**config.mk**
```make
export PLATFORM = sky130hd
export DESIGN_NAME = searchable_lifo_stack
export DESIGN_NICKNAME = d
export VERILOG_FILES = /design/src/hdl/sls_pkg.sv /design/src/hdl/searchable_lifo_stack.sv /design/src/hdl/sls_ctrl.sv /design/src/hdl/sls_dp.sv
export SDC_FILE = /design/constraint.sdc
export NUM_CORES = 1
export LEC_CHECK = 0
export ABC_AREA = 0
export BUFFER_PORTS_ARGS = -buffer_cell sky130_fd_sc_hd__buf_2
export CELL_PAD_IN_SITES_DETAIL_PLACEMENT = 1
export CELL_PAD_IN_SITES_GLOBAL_PLACEMENT = 2
export CORE_MARGIN = 1
export CORE_UTILIZATION = 44
export CTS_CLUSTER_SIZE = 40
export DETAILED_ROUTE_END_ITERATION = 10
export PLACE_DENSITY_LB_ADDON = 0.1
export SYNTH_ARGS = -nofsm -noshare
export SYNTH_HDL_FRONTEND = slang
export SYNTH_HIERARCHICAL = 1
export SYNTH_SLANG_ARGS = --single-unit
```
**constraint.sdc**
```tcl
create_clock -name clk -period 6.2 [get_ports clk]
set_input_delay 0.31 -clock clk [delete_from_list [all_inputs] [get_ports clk]]
set_output_delay 0.31 -clock clk [all_outputs]
set_load 0.01 [all_outputs]
```
**src/hdl/sls_pkg.sv**
```systemverilog
// Shared types and codes for the searchable LIFO stack.
// Used by sls_ctrl, sls_dp, searchable_lifo_stack and sls_chk; no dependencies.
package sls_pkg;

  localparam int DATA_W = 32;
  localparam int IDX_W  = 3;
  localparam int KIND_W = 3;
  localparam int STAT_W = 2;

  typedef enum logic [KIND_W-1:0] {
    REQ_PUSH   = 3'd0,
    REQ_POP    = 3'd1,
    REQ_LIST   = 3'd2,
    REQ_SEARCH = 3'd3,
    REQ_UPDATE = 3'd4
  } req_kind_e;

  typedef enum logic [STAT_W-1:0] {
    ST_OK    = 2'd0,
    ST_FULL  = 2'd1,
    ST_EMPTY = 2'd2,
    ST_MISS  = 2'd3
  } status_e;

  typedef enum logic [1:0] {
    S_IDLE,
    S_DECODE,
    S_POP,
    S_WALK
  } state_e;

  typedef struct packed {
    logic [KIND_W-1:0]        req_type;
    logic signed [DATA_W-1:0] value;
    logic signed [DATA_W-1:0] new_value;
  } req_t;

  typedef struct packed {
    logic [STAT_W-1:0]        status;
    logic signed [DATA_W-1:0] data;
    logic [IDX_W-1:0]         index;
    logic                     last;
  } rsp_t;

  // controller -> datapath
  typedef struct packed {
    logic    take;     // latch the incoming beat
    logic    rd_top;   // ptr <= top, read it
    logic    rd_next;  // ptr <= ptr - 1, read it
    logic    push;
    logic    pop;
    logic    upd;
    logic    emit;     // load the output register
    status_e status;
    logic    data_rd;  // data from the read port, else zero
    logic    idx_ptr;  // index from ptr, else zero
    logic    last_ptr; // last when ptr is zero, else always last
  } cmd_t;

  // datapath -> controller
  typedef struct packed {
    logic [KIND_W-1:0] kind;
    logic              full;
    logic              empty;
    logic              match;
    logic              ptr_zero;
    logic              out_free;
  } stat_t;

endpackage

```
**src/hdl/searchable_lifo_stack.sv**
```systemverilog
// Top level of the searchable LIFO stack: joins sls_ctrl and sls_dp.
// Depends on sls_pkg, sls_ctrl and sls_dp.
//
// A LIFO of DEPTH signed 32-bit words with push, pop, list, search and
// update requests. One request is handled at a time; req_stall is low only
// while the block is idle, and a finished result may still sit in the output
// register while the next request is taken. List, search and update walk
// the entry memory through its registered read port one entry per cycle
// from the top down; a list walk waits while rsp_stall holds back a beat.
// Search and update stop at the first match; not found comes only after
// the whole walk. Request kinds 5..7 are dropped with no result. Any step
// that emits a result waits while rsp_stall holds back the previous beat.
// The index field is the entry index modulo 8.
module searchable_lifo_stack #(
  parameter int DEPTH = 8
) (
  input  logic          clk,
  input  logic          rst,
  input  logic          req_valid,
  output logic          req_stall,
  input  sls_pkg::req_t req,
  output logic          rsp_valid,
  input  logic          rsp_stall,
  output sls_pkg::rsp_t rsp
);

  sls_pkg::cmd_t  cmd;
  sls_pkg::stat_t stat;
  logic           idle;

  assign req_stall = !idle;

  sls_ctrl u_ctrl (
    .clk       (clk),
    .rst       (rst),
    .req_valid (req_valid),
    .stat      (stat),
    .idle      (idle),
    .cmd       (cmd)
  );

  sls_dp #(
    .DEPTH (DEPTH)
  ) u_dp (
    .clk       (clk),
    .rst       (rst),
    .req       (req),
    .cmd       (cmd),
    .stat      (stat),
    .rsp_valid (rsp_valid),
    .rsp_stall (rsp_stall),
    .rsp       (rsp)
  );

endmodule

```
**src/hdl/sls_ctrl.sv**
```systemverilog
// Sequencer for the searchable LIFO stack.
// Depends on sls_pkg; drives sls_dp through cmd_t and watches stat_t.
module sls_ctrl (
  input  logic           clk,
  input  logic           rst,
  input  logic           req_valid,
  input  sls_pkg::stat_t stat,
  output logic           idle,
  output sls_pkg::cmd_t  cmd
);

  sls_pkg::state_e state, state_next;

  always_ff @(posedge clk) begin
    if (rst) begin
      state <= sls_pkg::S_IDLE;
    end else begin
      state <= state_next;
    end
  end

  // next state
  always_comb begin
    state_next = state;
    case (state)
      sls_pkg::S_IDLE: begin
        if (req_valid) state_next = sls_pkg::S_DECODE;
      end
      sls_pkg::S_DECODE: begin
        case (stat.kind)
          sls_pkg::REQ_PUSH: begin
            if (stat.out_free) state_next = sls_pkg::S_IDLE;
          end
          sls_pkg::REQ_POP: begin
            if (!stat.empty) state_next = sls_pkg::S_POP;
            else if (stat.out_free) state_next = sls_pkg::S_IDLE;
          end
          sls_pkg::REQ_LIST, sls_pkg::REQ_SEARCH, sls_pkg::REQ_UPDATE: begin
            if (!stat.empty) state_next = sls_pkg::S_WALK;
            else if (stat.out_free) state_next = sls_pkg::S_IDLE;
          end
          default: state_next = sls_pkg::S_IDLE;
        endcase
      end
      sls_pkg::S_POP: begin
        if (stat.out_free) state_next = sls_pkg::S_IDLE;
      end
      sls_pkg::S_WALK: begin
        if (stat.kind == sls_pkg::REQ_LIST) begin
          if (stat.out_free && stat.ptr_zero) state_next = sls_pkg::S_IDLE;
        end else if (stat.match || stat.ptr_zero) begin
          if (stat.out_free) state_next = sls_pkg::S_IDLE;
        end
      end
      default: state_next = sls_pkg::S_IDLE;
    endcase
  end

  // commands
  always_comb begin
    cmd        = '0;
    cmd.status = sls_pkg::ST_OK;
    idle       = (state == sls_pkg::S_IDLE);
    case (state)
      sls_pkg::S_IDLE: begin
        cmd.take = req_valid;
      end
      sls_pkg::S_DECODE: begin
        case (stat.kind)
          sls_pkg::REQ_PUSH: begin
            cmd.emit   = stat.out_free;
            cmd.push   = stat.out_free && !stat.full;
            cmd.status = stat.full ? sls_pkg::ST_FULL : sls_pkg::ST_OK;
          end
          sls_pkg::REQ_POP, sls_pkg::REQ_LIST, sls_pkg::REQ_SEARCH,
          sls_pkg::REQ_UPDATE: begin
            if (stat.empty) begin
              cmd.emit   = stat.out_free;
              cmd.status = sls_pkg::ST_EMPTY;
            end else begin
              cmd.rd_top = 1'b1;
            end
          end
          default: cmd.emit = 1'b0;
        endcase
      end
      sls_pkg::S_POP: begin
        cmd.emit    = stat.out_free;
        cmd.pop     = stat.out_free;
        cmd.data_rd = 1'b1;
      end
      sls_pkg::S_WALK: begin
        if (stat.kind == sls_pkg::REQ_LIST) begin
          cmd.emit     = stat.out_free;
          cmd.data_rd  = 1'b1;
          cmd.idx_ptr  = 1'b1;
          cmd.last_ptr = 1'b1;
          cmd.rd_next  = stat.out_free && !stat.ptr_zero;
        end else if (stat.match) begin
          cmd.emit    = stat.out_free;
          cmd.idx_ptr = 1'b1;
          cmd.upd     = stat.out_free && (stat.kind == sls_pkg::REQ_UPDATE);
        end else if (stat.ptr_zero) begin
          cmd.emit   = stat.out_free;
          cmd.status = sls_pkg::ST_MISS;
        end else begin
          cmd.rd_next = 1'b1;
        end
      end
      default: cmd.emit = 1'b0;
    endcase
  end

endmodule

```
**src/hdl/sls_dp.sv**
```systemverilog
// Datapath of the searchable LIFO stack: entry memory, fill count, walk
// pointer, request holding registers and the result register. Depends on sls_pkg.
module sls_dp #(
  parameter int DEPTH = 8
) (
  input  logic           clk,
  input  logic           rst,
  input  sls_pkg::req_t  req,
  input  sls_pkg::cmd_t  cmd,
  output sls_pkg::stat_t stat,
  output logic           rsp_valid,
  input  logic           rsp_stall,
  output sls_pkg::rsp_t  rsp
);

  localparam int AW = (DEPTH > 1) ? $clog2(DEPTH) : 1;
  localparam int CW = $clog2(DEPTH + 1);
  localparam int DW = sls_pkg::DATA_W;
  localparam int IW = sls_pkg::IDX_W;

  logic [DW-1:0] mem [DEPTH];

  logic [sls_pkg::KIND_W-1:0] kind;
  logic [DW-1:0]              key;
  logic [DW-1:0]              new_val;
  logic [CW-1:0]              fill;
  logic [CW-1:0]              fill_m1;
  logic [AW-1:0]              ptr;
  logic [AW-1:0]              rd_addr;
  logic [AW-1:0]              wr_addr;
  logic [DW-1:0]              wr_data;
  logic [DW-1:0]              rd_data;
  logic                       rd_en;
  logic                       wr_en;
  logic                       out_free;

  assign fill_m1  = fill - CW'(1);
  assign rd_en    = cmd.rd_top | cmd.rd_next;
  assign rd_addr  = cmd.rd_top ? fill_m1[AW-1:0] : ptr - AW'(1);
  assign wr_en    = cmd.push | cmd.upd;
  assign wr_addr  = cmd.push ? fill[AW-1:0] : ptr;
  assign wr_data  = cmd.push ? key : new_val;
  assign out_free = !rsp_valid || !rsp_stall;

  always_comb begin
    stat.kind     = kind;
    stat.full     = (fill == CW'(DEPTH));
    stat.empty    = (fill == '0);
    stat.match    = (rd_data == key);
    stat.ptr_zero = (ptr == '0);
    stat.out_free = out_free;
  end

  // entry memory, one write and one registered read port
  always_ff @(posedge clk) begin
    if (wr_en) mem[wr_addr] <= wr_data;
    if (rd_en) rd_data <= mem[rd_addr];
  end

  always_ff @(posedge clk) begin
    if (cmd.take) begin
      kind    <= req.req_type;
      key     <= req.value;
      new_val <= req.new_value;
    end
    if (rd_en) ptr <= rd_addr;
  end

  always_ff @(posedge clk) begin
    if (rst) begin
      fill <= '0;
    end else if (cmd.push) begin
      fill <= fill + CW'(1);
    end else if (cmd.pop) begin
      fill <= fill_m1;
    end
  end

  always_ff @(posedge clk) begin
    if (rst) begin
      rsp_valid <= 1'b0;
    end else if (cmd.emit) begin
      rsp_valid <= 1'b1;
    end else if (!rsp_stall) begin
      rsp_valid <= 1'b0;
    end
  end

  always_ff @(posedge clk) begin
    if (cmd.emit) begin
      rsp.status <= cmd.status;
      rsp.data   <= cmd.data_rd ? rd_data : '0;
      rsp.index  <= cmd.idx_ptr ? IW'(ptr) : '0;
      rsp.last   <= cmd.last_ptr ? (ptr == '0) : 1'b1;
    end
  end

endmodule

```
== Word-level counts from Yosys, hierarchy flattened ==
Memory sizes are Yosys's and may differ from the RTL's. A register that Yosys moved wholly into a read port is not among the register bits.
Cells that the tools add are included.

* $add $sub $neg: 3
* Equal/unequal tests: 13
* Muxes and demuxes: 48
* Bitwise logic cells: 2
* Reductions and logical operators: 19

{| class="wikitable"
|+ Operator list
! kind !! number
|-
| $eq A32 B32 Y1 || 1
|-
| $mux W32 || 1
|-
| $mux W1 || 24
|-
| $mux W2 || 10
|-
| $mux W3 || 4
|-
| $mux W4 || 2
|-
| $pmux W2 S2 || 2
|-
| $pmux W2 S4 || 1
|-
| $eq A3 B2 Y1 const B || 2
|-
| $logic_not A3 Y1 || 2
|-
| $pmux W2 S3 || 1
|-
| $logic_not A1 Y1 || 5
|-
| $add A4 B1 Y4 const B || 1
|-
| $eq A2 B2 Y1 const B || 2
|-
| $eq A4 B4 Y1 const B || 1
|-
| $logic_and A1 B1 Y1 || 4
|-
| $logic_not A4 Y1 || 1
|-
| $pmux W1 S2 || 2
|-
| $reduce_or A4 Y1 || 1
|-
| $sub A4 B1 Y4 const B || 1
|-
| $eq A3 B1 Y1 const B || 1
|-
| $eq A3 B3 Y1 const B || 1
|-
| $ne A3 B1 Y1 const B || 1
|-
| $ne A3 B3 Y1 const B || 1
|-
| 11 further kinds || 13
|}

* Bits in registers: 115
* Memory bits (writable): 256
* Bits of input ports: 71
* Word-level logic and storage cells: 97
* Memories kept: 1

{| class="wikitable"
|+ Memory list
! name !! depth !! bits a word !! rd ports !! clocked after memory_dff !! wr ports !! RTL line !! text
|-
| u_dp.mem || 8 || 32 || 1 || 1 || 1 || sls_dp.sv:21 || <nowiki>logic [DW-1:0] mem [DEPTH];</nowiki>
|}

== Logic depth before layout (Yosys ltp) ==
* Word-level depth: 9
* Mapped depth: 14

== Cells and area by module ==
Netlist, hierarchy kept.

{| class="wikitable"
|+ By module, submodules not included
! module !! times used !! cells each !! area each (um^2)
|-
| sls_dp || 1 || 1,057 || 16,552.1
|-
| sls_ctrl || 1 || 54 || 360.3
|-
| searchable_lifo_stack || 1 || 1 || 3.8
|}

== Least setup slack after synthesis ==
No wires, ideal clock.

* Path type: reg-to-reg
* From: register u_dp.ptr[0]
* To: register, netlist name u_dp/rsp[0]
* Setup time: 0.488 ns
* Arrival: 4.122 ns
* Slack: 1.590 ns
* Stages on the path, launching flop included: 9
* Clock period less this slack: 4.610 ns
* Cells stage by stage: edfxtp_1 -> buf_2 -> clkbuf_1 -> buf_2 -> inv_1 -> ha_1 -> nor2b_1 -> nor4b_1 -> o21ai_0

{| class="wikitable"
|+ RTL lines
! element !! RTL line !! text
|-
| start, declared || sls_dp.sv:28 || <nowiki>logic [AW-1:0] ptr;</nowiki>
|-
| start signal, assigned || sls_dp.sv:66 || <nowiki>if (rd_en) ptr <= rd_addr;</nowiki>
|}

==> results by group <==
Outcome
  – Outcome: completed

Worst setup path
  – CP startpoint kind: flop
  – Critical Path Start: u_dp/fill[1]
  – CP endpoint kind: flop
  – R2R depth: 9
  – R2R Setup Slk: 1.87 ns
  – Crit path max fanout: 69
  – Reg2Reg Launch Point: u_dp/fill[1]
  – Worst r2r dst: u_dp/rd_data[25]
  – CP peak stage delay: 0.94 ns
  – Crit Path Class: flop to flop
  – Crit path cell chain: inv_1, ha_1, nor3b_1, nor3_2, buf_4, nand2b_2, o22ai_1, a211oi_1, o31ai_1
  – Worst Path Required: 6.50 ns
  – CP max-delay cell: nand2b_2
  – Worst setup path end: u_dp/rd_data[25]
  – Arrival time worst endpoint: 4.62 ns

Placed design
  – Cell count after placement: 1685
  – Final HPWL DP: 26400 um
  – PortBufs: 110
  – Final GP Congestion: 0.756
  – Instance area after placement: 0.0180 sq mm

CTS
  – CTS max path bufs: 3
  – CTS buffer count: 44
  – Resize count post-CTS: 0
  – Root Driver: clkbuf_16
  – Setup Fix Bufs, Post-CTS: 0
  – Clock Latency Late Sink: 0.57 ns
  – Sink Count: 403
  – CTS tree: done
  – Number of hold buffers added after cts: 68
  – CTS H-tree lvls: 2
  – Reg clk slew, reported paths: 0.06 ns

Die
  – Die footprint: 0.0392 sq mm
  – Ports: 111
  – Core Area: 0.0378 sq mm
  – Die H: 198 um
  – Cell Rows: 71
  – Die X: 198 um
  – Starting Density: 44.8%

Power and ir drop
  – Worst vdd ir: 266 uV
  – Power per cell area: 290 mW/mm^2
  – Leak Pwr: 0.00666 uW

Synth
  – Syn_area_per_cell: 15.2 sq um
  – Yosys warns: 6
  – Post-synth top flop: edfxtp_1
  – Largest family of logic cells by synthesized area: simple AND/OR/NAND/NOR gates
  – Post-synth EDFFs: 396
  – Adder-Cell Fraction of Synth Area: 0.355%
  – Xor-xnor portion of the synthesized cell area: 1.97%
  – FFs w/ async S/R, synth: 0%
  – Post-Syn Instances: 1112
  – Synth Net Count: 1187
  – Mapped Area: 0.0169 sq mm
  – Post-synthesis mux area share: 6.72%
  – Post-synthesis sequential area ratio: 71.1%
  – Post-Synth Simple-Gate Area: 12.7%
  – Synth Area in Compound Gates: 4.88%
  – Synth cell types: 51
  – Seq cells post-synth: 403

Global route
  – First-pass GRT wire length: 68600 um
  – Initial antenna violation count: 2
  – Grt ovf: 0
  – Largest net degree at the start of global routing: 70
  – Total track usage: 24.2%
  – Vias in the first global route: 10900

Routing
  – Drc violations: 0
  – Routed wl met3: 2060 um
  – Vias per inst: 5.56
  – DRT Pass-1 Iters: 5
  – Routed Antenna Nets: 0
  – Routed WL per cell: 25.2 um
  – Met2 WL: 22500 um
  – Vias post-DR: 10200
  – Starting DRC count in detailed routing: 659
  – Top sig layer: met5
  – Metal-1 WL: 20400 um
  – Routed WL: 46000 um

Timing
  – Unrepaired setup endpoints after global routing: false
  – Tcrit/Tclk final: 69.8%
  – Setup TNS Final: 0 ns
  – Fin. max-slew vios: 0
  – Hold Fails Final Rpt: 0
  – Least-Margin Pin Slew: 1.03 ns
  – Max Freq: 231 MHz
  – Hold_ws: 0.0778 ns
  – Final setup fails: 0
  – Min cycle time layout: 4.33 ns
  – Slew HR: 30.1%
  – Clock Skews: 0.0144 ns

Cells and area
  – Storage cell area: 0.0120 sq mm
  – Layout cells sized above 1: 20.9%
  – Commonest non-fill, non-tap cell in the layout: edfxtp_1
  – P&R area growth vs syn: 18.6%
  – Most frequent cells in the layout: edfxtp_1 (396), buf_2 (110), nor2_1 (82)
  – Design area: 0.0201 sq mm
  – Area occupied by multi-input gates: 0.00462 sq mm
  – # fillers: 3583
  – Nets@finish: 1363
  – Final cell count without fillers: 1829
  – N_diodes: 0
  – Util after Layout: 53.1%

Worst hold path
  – Hold WC Path Type: primary input to flop
  – Worst hold path startpoint: rst

Job
  – MaxCap Viol Count: 0
==> worst max-delay path: cells and delay by family, from the launching register on <==
| family | cells | cell delay (ns) |
|---|---|---|
| DFF | 1 | 0.48 |
| adders and majority gates | 1 | 0.26 |
| buffers and inverters | 2 | 0.86 |
| and+or+nand+nor | 3 | 1.53 |
| AOI/OAI and AO/OA | 3 | 0.86 |
==> area by class of cell <==
class	instances	share of cell area [%]
inverters	8	0.150
clock inverters	19	0.811
multi-input cells	630	23.0
clock buffers	57	5.84
repair buffers	201	7.00
well taps	511	3.19
flip-flops and latches	403	60.0
==> state kept, by name (all words and copies together), names as in the netlist <==
signal / flops
u_dp/mem: 256
u_dp/rsp: 38
u_dp/key: 32
u_dp/new_val: 32
u_dp/rd_data: 32
u_dp/fill: 4
u_dp/kind: 3
u_dp/ptr: 3
u_ctrl/state: 2
u_dp/rsp_valid: 1
==> stage by stage <==
| stage | power [uW] | setup slack (ns) |
|---|---|---|
| floorplan | 3240 | 1.59 |
| global placement | 3350 | 1.94 |
| detailed placement | 3350 | 1.90 |
| CTS | 5880 | 1.85 |
| global route | 5980 | 1.62 |
| finish | 5820 | 1.87 |
==> worst min-delay path by stage <==
stage,to,cells past startpoint
after floorplan,u_dp/fill[0],1
after global placement,u_dp/key[13],1
after detailed placement,u_dp/key[13],1
after CTS,u_dp/fill[1],2
after global routing,u_dp/fill[2],2
final,u_dp/fill[1],2
==> cell usage after synthesis (4+ instances only) <==
master / instances / area [sq um]
edfxtp_1: 396 / 11900
nor2_1: 90 / 338
nor3_1: 70 / 350
nor2b_1: 66 / 413
nand2_1: 41 / 154
nand2b_1: 37 / 231
and2_1: 36 / 225
nor3b_1: 35 / 263
a211oi_1: 33 / 248
clkbuf_1: 33 / 124
mux2_2: 32 / 360
mux4_2: 32 / 721
o22ai_1: 32 / 200
o31ai_1: 32 / 240
xor2_1: 32 / 280
buf_2: 19 / 95.1
buf_1: 9 / 33.8
nor4_1: 9 / 56.3
a21oi_1: 8 / 40.0
inv_1: 8 / 30.0
dfxtp_1: 7 / 140
xnor2_1: 6 / 52.6
buf_6: 5 / 56.3
a31oi_1: 4 / 25.0
buf_4: 4 / 30.0
ha_1: 4 / 50.1
nand4_1: 4 / 25.0
==> logic make-up after synthesis <==
group | count (synthesis)
buffers and inverters | 79
xor gates and xnor gates | 38
and+or+nand+nor | 401
DFF | 403
muxes | 67
AOI/OAI and AO/OA | 119
adders and majority gates | 5
==> metal layers <==
metal	global-route usage [%]	vias to the layer above
li1	-	4565
met1	32.3	5274
met2	40.4	237
met3	4.50	83
met4	6.69	4
met5	0	-
==> power breakdown <==
part           total (uW)  internal, uW  switching, uW
registers            3080          3060           26.0
logic                 243          94.6            149
clock network        2490          1450           1050
total                5820          4600           1220
Power figures use the tool's default switching activity.
